[src/hw/rtl/sgm_pkg.sv]
// Shared types and constants for the Sobel gradient magnitude block.
// Used by sgm_window, sgm_isqrt and the top level sobel_gradient_magnitude.
package sgm_pkg;

  localparam int PIX_W      = 8;     // pixel intensity bits
  localparam int MAX_WIDTH  = 1024;  // longest supported row
  localparam int COL_W      = 10;    // column counter, indexes the line store
  localparam int ROW_W      = 13;    // row counter, runs one past the frame height
  localparam int WID_W      = 11;    // frame_width register
  localparam int HGT_W      = 12;    // frame_height register
  localparam int GRAD_W     = 11;    // signed Sobel gradient
  localparam int SUM_W      = 21;    // Gx^2 + Gy^2
  localparam int MAG_W      = 11;    // magnitude result
  localparam int ROOT_STEPS = 11;    // one root bit per iteration
  localparam int STEP_W     = 4;

  // Configuration register indexes.
  localparam logic REG_FRAME_WIDTH  = 1'b0;
  localparam logic REG_FRAME_HEIGHT = 1'b1;

  // Input opcodes.
  localparam logic OP_PUSH  = 1'b0;
  localparam logic OP_DRAIN = 1'b1;

  typedef logic [PIX_W-1:0]         pix_t;
  typedef pix_t [2:0]               win_col_t;   // [0] top row .. [2] bottom row
  typedef logic signed [GRAD_W-1:0] grad_t;

  // Sequencing strobes from the controller to the window datapath.
  typedef struct packed {
    logic load;   // input transfer accepted: latch item, read line store
    logic step;   // line store data valid: update window and counters
    logic clear;  // configuration write: restart the frame
  } sgm_ctrl_t;

endpackage

[src/hw/rtl/sgm_isqrt.sv]
// Iterative integer square root, one result bit per cycle.
// Depends on sgm_pkg.
module sgm_isqrt (
  input  logic                      clk,
  input  logic                      rst,
  input  logic                      start,
  input  logic [sgm_pkg::SUM_W-1:0] value,
  output logic                      busy,
  output logic [sgm_pkg::MAG_W-1:0] root
);
  import sgm_pkg::*;

  logic [SUM_W-1:0]  rem;
  logic [SUM_W:0]    res;
  logic [SUM_W-1:0]  bitv;
  logic [STEP_W-1:0] steps;
  logic [SUM_W:0]    trial;

  assign trial = res + {1'b0, bitv};
  assign busy  = (steps != '0);

  always_ff @(posedge clk) begin
    if (rst) begin
      steps <= '0;
    end else if (start) begin
      rem   <= value;
      res   <= '0;
      bitv  <= SUM_W'(1) << (SUM_W - 1);
      steps <= STEP_W'(ROOT_STEPS);
    end else if (busy) begin
      // Try the next root bit; keep it when the remainder allows.
      if ({1'b0, rem} >= trial) begin
        rem <= rem - trial[SUM_W-1:0];
        res <= (res >> 1) + {1'b0, bitv};
      end else begin
        res <= res >> 1;
      end
      bitv  <= bitv >> 2;
      steps <= steps - STEP_W'(1);
    end
  end

  // Saturate; unreachable with 8-bit pixels.
  assign root = (|res[SUM_W:MAG_W]) ? '1 : res[MAG_W-1:0];

endmodule
[config.mk]
export PLATFORM = sky130hd
export DESIGN_NAME = sgm_isqrt
export DESIGN_NICKNAME = d
export VERILOG_FILES = /design/src/hw/rtl/sgm_pkg.sv /design/src/hw/rtl/sgm_isqrt.sv
export SDC_FILE = /design/constraint.sdc
export NUM_CORES = 1
export LEC_CHECK = 0
export BUFFER_PORTS_ARGS = -buffer_cell sky130_fd_sc_hd__buf_2
export CORE_ASPECT_RATIO = 0.75
export CORE_MARGIN = 2
export CORE_UTILIZATION = 49
export CTS_CLUSTER_DIAMETER = 50
export DETAILED_ROUTE_END_ITERATION = 7
export GPL_TIMING_DRIVEN = 0
export PLACE_DENSITY_LB_ADDON = 0.15
export SYNTH_ARGS = -nofsm -noshare
export SYNTH_HDL_FRONTEND = slang
export SYNTH_SLANG_ARGS = --single-unit
export TNS_END_PERCENT = 100
[constraint.sdc]
create_clock -name clk -period 5.4 [get_ports clk]
set_input_delay 0.54 -clock clk [delete_from_list [all_inputs] [get_ports clk]]
set_output_delay 0.54 -clock clk [all_outputs]
set_load 0.01 [all_outputs]
# [Yosys cells after proc, flatten, opt, wreduce, memory -nomap -nowiden]
# Cells that the tools add are included.
[classes] addsub=4 magnitude_cmp=1 mux=9 bitwise=1 reduce_logical=7
[op_table] operator="2-to-1 mux 21 bit" count=4
[op_table] operator="2-to-1 mux 22 bit" count=2
[op_table] operator="adder 21 x 21 -> 22 bit" count=1
[op_table] operator="adder 22 x 21 -> 22 bit" count=1
[op_table] operator="greater-or-equal comparator 21 x 22 -> 1 bit" count=1
[op_table] operator="subtractor 21 bit" count=1
[op_table] operator="2-to-1 mux 11 bit" count=1
[op_table] operator="OR reduction 11 bit" count=1
[op_table] operator="2-to-1 mux 4 bit" count=2
[op_table] operator="nonzero test 2 bit" count=2
[op_table] operator="nonzero test 4 bit" count=1
[op_table] operator="subtractor 4 x 1 -> 4 bit (second input constant)" count=1
[op_table] operator="AND reduction 3 bit" count=1
[op_table] operator="AND reduction 2 bit" count=1
[op_table] operator="OR reduction 2 bit" count=1
[op_table] operator="inverter 1 bit" count=1
[word_totals] regBits=58 inputBits=24 output_inout_bits=12 elab_cells=27

# [Longest topological paths before layout]
# Gate-level depths: netlist (run 1).
[depth] depth_word=5 depth_mapped=18

# [Worst setup path after synthesis (run 1)]
# No wires, ideal clock.
[synth_path] path_kind="register to register" startpoint="reg res[2]" endpoint="reg rem[0], enable pin" arrival_time_ns=4.964 slack_ns=0.005 path_stages_with_launch=16 path_buffers=0 synth_period_minus_slack_ns=5.395 path_cell_list="edfxtp_1 ha_1 a21o_1 a31o_2 a221o_1 and3_2 o21ai_0 xor2_1 ha_1 nand4_1 nor2_1 a2bb2oi_1 a22oi_1 a311o_1 o21ai_1 a21boi_0"
[synth_via] elab_chain_len=4
[synth_lines] item="from (decl)" line_no="sgm_isqrt.sv:14" text="logic [SUM_W:0] res;"
[synth_lines] item="from (signal assigned)" line_no="sgm_isqrt.sv:34" text="res <= (res >> 1) + {1'b0, bitv};"
[synth_lines] item="from (signal assigned)" line_no="sgm_isqrt.sv:36" text="res <= res >> 1;"
[synth_lines] item="adder 22 x 21 -> 22 bit" line_no="sgm_isqrt.sv:19" text="assign trial = res + {1'b0, bitv};"
[synth_lines] item="greater-or-equal comparator 21 x 22 -> 1 bit" line_no="sgm_isqrt.sv:32" text="if ({1'b0, rem} >= trial) begin"
[synth_lines] item="nonzero test 2 bit (no line)"
[synth_lines] item="AND reduction 3 bit (no line)"
[synth_lines] item="to (signal assigned)" line_no="sgm_isqrt.sv:26" text="rem <= value;"
[synth_lines] item="to (signal assigned)" line_no="sgm_isqrt.sv:33" text="rem <= rem - trial[SUM_W-1:0];"
[synth_lines] item="to (decl)" line_no="sgm_isqrt.sv:13" text="logic [SUM_W-1:0] rem;"
# Every way passes these cells.
# A chain may end at the register's enable or synchronous reset.

# [Final worst setup path (run 1)]
# Same ends and word-level chain as after synthesis.

==> metrics.txt, run 1 <==
GRT overflow=0; CTS H-tree depth=3; Post-Synthesis Cell Area=4860 um^2; Hold WC Path Type=input pin to register; crit share post-route=93.7%; P_int=~1.4 mW; drt drc=0; post-synthesis sequential element count=slightly below 60; largest net degree at the start of global routing=35; Critical Path AT=about 5 ns; critical path's slowest cell=edfxtp_1; number of hold violations in the final report=0; Resize count post-CTS=0; IO Count=36; Root Driver=clkbuf_16; Initial DRC Count=282; core area=just under 10,000 um^2; switching portion of total power=36.5%; setup ws final=0.338 ns; share of the synthesized area in the top cell type=about 33%; Die Span Y=90.3 um; setup TNS=0 ns; top_reg_cell synth=edfxtp_1; main area contributors after synthesis=edfxtp_1 33%, ha_1 12%, xor2_1 5.0%; via-per-instance ratio=around 6.2; Placer Congestion=around 0.9; Ys Warns=0; Routed WL=about 13 mm; TritonCTS Buffers=9; part of the Yosys area used for sequential elements=35.0%; P_sw=between 0.8 and 0.9 mW; pins over their slew limit=0; CTS Buffer Depth=2; Tightest Pin Transition=0.992 ns; Post-synth ARST share=0%; Buf/Inv on CP=1; DP Worst Slack=between 0.4 and 0.5 ns; filler instances=881; # setup viols final=0; power share of the clock group=between 30 and 40%; critical path's largest stage delay=around 0.48 ns; Worst path top cell family by delay=compound AO/OA/AOI/OAI gates; P_leak=~2.1 nW; most common cell after layout, fill and taps aside=edfxtp_1; Pwr Density=about 400 nW/um^2; die area=10,700 um^2; register share of total power=between 20 and 30%; Post-DP HPWL=~9.5 mm; hold-fix buffers at CTS=0; via count=4,284; Syn Inst Count=509; vias in the first global route=around 4,100; ant diodes=0; Required @ worst endpoint=~5.4 ns; Startpoint Class=register; top cell type by total area after synthesis=edfxtp_1; RSZ-0062 raised after global routing=no; fin crit period=~5.1 ns; Final ANT Viol Nets=0; clock-pin slew on the worst setup and hold paths=0.05 ns; GRT Util Overall=approximately 25%; EDFF count, synth=54; maxcap violations=0; drt pass-1 iters=4; Sink Count=58; fraction of layout cells with a size suffix above 1=~15%; CTS tree=done; Core Rows=31; Final nets=about 630; final core occ=just under 60%; initial antenna violation count=0; Finished Cell Area=between 5000 and 6000 um^2; Non-Filler Instances=between 600 and 700; syn nets=579; max frequency=around 200 MHz; Avg Cell Area, Syn=about 9.5 um^2; clock skew=between 0.01 and 0.015 ns; post-synthesis cell type count=62; Initial Util=50.3%; latest clock arrival within the worst-skew pair=around 0.34 ns; setup bufs post-CTS=0; commonest cells after routing, fill and taps aside=54 x edfxtp_1, 45 x ha_1, 44 x nand2_1; CP Class=register to register; endpoint class of the critical path=register; worst vdd ir=~0.25 mV; Combinational Power Share=between 40% and 50%; outcome=complete, no violations; crit-path cells=ha_1 -> a21o_1 -> a31o_2 -> a221o_1 -> and3_2 -> o21ai_0 -> xor2_1 -> ha_1 -> nand4_1 -> nor2_1 -> a2bb2oi_1 -> a22oi_1 -> a311o_1 -> o21ai_1 -> a21boi_4 -> buf_8; dpl cell area=5230 um^2; most used cell, CP=ha_1; Rel. slew slack=between 30 and 40%; Crit Path Max Fanout=17; DR WL/cell=~18 um; Die W=~120 um; Port Buffers=35; number of cells after detailed placement=between 600 and 700; P&R area growth vs syn=14.6%; first-pass GRT wire length=20.9 mm
final cells by class:
type	instances	area (um^2)	area share (%)
multi-input cells	418	3030	54.5
flip-flops and latches	58	1700	30.6
clock buffers	10	229	4.11
repair buffers	36	190	3.41
well taps	132	165	2.97
clock inverters	6	105	1.89
plain buffers	17	85.1	1.53
inverters	16	60.1	1.08
sequential cells by signal (all words and copies together), names as in the netlist:
register  flops
res          22
rem          21
bitv         11
steps         4
logic make-up after synthesis:
family | Yosys count | synth area share, %
AOI/OAI and AO/OA | 183 | 26.1
and+or+nand+nor | 141 | 15.2
buffers and inverters | 33 | 2.99
DFF | 58 | 35.0
adders and majority gates | 46 | 12.0
muxes | 1 | 0.232
xor gates and xnor gates | 47 | 8.47
metrics by stage:
stage / power [mW] / hold slack, ns
after floorplan: 1.32 / 0.465
after global placement: 1.50 / 0.490
after detailed placement: 1.53 / 0.519
after CTS: 2.20 / 0.386
after global routing: 2.34 / 0.385
final: 2.21 / 0.392
per-layer routing:
layer	track usage, %	vias to the layer above	part of all wire [%]
met1	35.3	2062	49
met5	0	-	0
met4	7.64	0	2.0
met3	5.11	23	6.0
li1	-	2057	-
met2	37.5	142	43
cell usage after synthesis, types with 3 or more instances:
cell,n
edfxtp_1,54
ha_1,45
nand2_1,44
o21ai_0,43
a21oi_1,37
xor2_1,28
nor2_1,23
xnor2_1,19
nor2b_1,17
inv_1,16
a31oi_1,15
a21o_1,13
nand4_1,10
o211ai_1,10
o41ai_1,10
or2_2,10
clkbuf_1,9
nand3_1,7
o211a_1,7
a2111o_1,6
o31ai_1,6
buf_2,5
nor3_1,5
and3_1,4
dfxtp_1,4
nand2b_1,4
o2111ai_1,4
a211oi_1,3
a21oi_4,3
a311oi_1,3
and2_1,3
nor4_1,3
o21a_1,3
power groups by stage:
| stage | logic [mW] | registers (mW) | clock network [mW] |
|---|---|---|---|
| after floorplan | 0.691 | 0.629 | 0 |
| after global placement | 0.851 | 0.653 | 0 |
| after detailed placement | 0.874 | 0.651 | 0 |
| after CTS | 0.883 | 0.643 | 0.670 |
| after global routing | 1.00 | 0.651 | 0.690 |
| final | 0.896 | 0.644 | 0.666 |
final timing paths:
path,end,startpoint,cells past startpoint,slack (ns)
setup / recovery,rem[0],res[2],16,0.34
hold / removal,bitv[20],start,1,0.39
setup reg to reg,rem[0],res[2],16,0.34
hold reg to reg,steps[3],steps[3],2,0.53
(Power assumes the default switching activity.)
==> run 2: changes to the inputs <==
Settings changed: CORE_UTILIZATION 49 to 56, MAX_ROUTING_LAYER from default to met4.
==> run 2 against run 1 <==
Net effect:
- register-to-register slack better by 0.09 ns
- utilization rose by 7.1 points
- via count grew 2.3%
- final cell count down 3.3%
- setup slack improved by 0.086 ns
- critical path depth grew 1
- sequential cell count stayed put
- die area shrank 12%
- clock power decreased by 21%
- routed wire length up 2.7%
- critical endpoint is now rem[1]
- largest cell class unchanged
==> metrics.txt, run 2 (synthesis gave the netlist of run 1 again) <==
crit-path cells=ha_1 -> a21o_1 -> a31o_2 -> a221oi_1 -> o21ai_0 -> nor2b_1 -> o21ai_0 -> xor2_1 -> ha_1 -> a21o_1 -> nand2_1 -> nor3b_1 -> a22oi_1 -> a311o_1 -> o21ai_1 -> a21boi_2 -> buf_8; fraction of layout cells with a size suffix above 1=15.1%; clock-pin slew on the worst setup and hold paths=around 0.050 ns; # setup viols final=0; hold-critical path endpoint=bitv[20]; clock skew=~0.013 ns; number of hold violations in the final report=0; crit share post-route=between 90% and 100%; CTS H-tree depth=3; largest registers ranked by flip-flop count=res x22, rem x21, bitv x11; critical path's slowest cell=edfxtp_1; first-pass GRT wire length=about 21 mm; drt pass-1 iters=5; filler instances=approximately 740; Die W=112 um; max reg flops=22; most common cell after layout, fill and taps aside=edfxtp_1; Finished Cell Area=approximately 5500 um^2; IO Count=36; initial antenna violation count=0; largest net degree at the start of global routing=35; via count=between 4,000 and 5,000; critical path's largest stage delay=0.50 ns; Routed WL=around 13 mm; final core occ=between 60% and 70%; Hold WC Path Type=input pin to register; Placer Congestion=between 0.9 and 1; Crit Path Max Fanout=17; RSZ-0062 raised after global routing=no; Final nets=627; ant diodes=0; CP Class=register to register; Pwr Total=between 2 and 2.5 mW; via-per-instance ratio=between 6 and 7; DP Worst Slack=about 0.34 ns; dpl cell area=about 5200 um^2; Die Span Y=around 85 um; Final ANT Viol Nets=0; Reg-to-Reg Start=res[2]; Required @ worst endpoint=around 5.4 ns; outcome=complete, no violations; Critical Path AT=roughly 5.0 ns; setup ws final=between 0.4 and 0.5 ns; Tightest Pin Transition=0.961 ns; CTS tree=done; Pwr Density=380 nW/um^2; commonest cells after routing, fill and taps aside=54 x edfxtp_1, 45 x ha_1, 44 x nand2_1; endpoint class of the critical path=register; Startpoint Class=register; Initial DRC Count=between 300 and 400; maxcap violations=0; P&R area growth vs syn=12.6%; Initial Util=between 50% and 60%; hold-fix buffers at CTS=0; Port Buffers=35; reg-to-reg endpoint=rem[1]; Reg2Reg Depth=17; vias in the first global route=~4,200; R2R Setup Slk=approximately 0.42 ns; worst vdd ir=around 0.24 mV; Sink Count=between 50 and 60; Top reg by flops=res; Rel. slew slack=35.8%; drt drc=0; Core Rows=29; pins over their slew limit=0; hold path depth=1; DR WL/cell=19.3 um; die area=roughly 9400 um^2; Post-DP HPWL=between 9 and 10 mm; GRT Util Overall=a little under 30%; worst hold start=start; Root Driver=clkbuf_16; P_leak=approximately 2.1 nW; fin crit period=around 5 ns; GRT overflow=0; worst hold slack=roughly 0.39 ns; core area=roughly 8500 um^2; TritonCTS Buffers=9; max frequency=201 MHz; CTS Buffer Depth=2; latest clock arrival within the worst-skew pair=0.35 ns
-- run 2: cell types whose count changed in the layout (fill, tap and decap cells not counted), sizes merged --
cell	previous run	this run
buf	44	45
bufinv	3	0
clkbuf	19	22
clkinv	3	2
clkinvlp	0	1
-- run 2: worst max-delay path by stage --
stage / start / cells after the start / endpoint / slack [ns]
floorplan: res[2] / 15 / rem[0] / 0.005
global route: res[2] / 16 / rem[13] / 0.1
global placement: res[2] / 15 / rem[1] / -1.53
CTS: res[2] / 16 / rem[13] / 0.30
detailed placement: res[2] / 16 / rem[1] / 0.34
finish: res[2] / 17 / rem[1] / 0.42
-- run 2: where the power goes --
part / internal, mW / switching [mW]
combinational: 0.371 / 0.543
clock: 0.320 / 0.205
sequential: 0.584 / 0.0595
-- run 2: repair_timing --
| action | in CTS | in global routing |
|---|---|---|
| endpoints found under the setup margin | 0 | 17 |
| gates resized for setup | 0 | 1 |
| buffers inserted | 0 | 1 |
-- run 2: cell type report --
cell class,instances,area [um^2],area share [%]
Clock inverter,3,16.3,0.297
Multi-Input combinational cell,418,3030,55.3
Tap cell,108,135,2.47
Inverter,16,60.1,1.10
Clock buffer,13,250,4.57
Buffer,17,85.1,1.55
Sequential cell,58,1700,31.1
Timing Repair Buffer,37,198,3.61
-- run 2: critical path, delay by kind of cell (launching register included) --
kind,cells,cell delay (ns)
adders and majority gates,2,0.61
and+or+nand+nor,3,0.41
buffers and inverters,1,0.22
xor gates and xnor gates,1,0.21
DFF,1,0.50
AOI/OAI and AO/OA,10,2.70
-- run 2: through the flow --
stage / cells / TNS (ns)
2_1_floorplan: 509 / 0
3_3_place_gp: 652 / -32.14
3_5_place_dp: 653 / 0
4_1_cts: 669 / 0
5_1_grt: 670 / 0
6_report: 670 / 0
-- run 2: per-layer routing --
metal	global-route usage [%]	wire (um)	vias to the layer above
met1	38.6	5820	2084
met4	10.5	244	0
met2	45.3	5840	196
met5	-	0	-
li1	-	-	2075
met3	6.71	1040	26
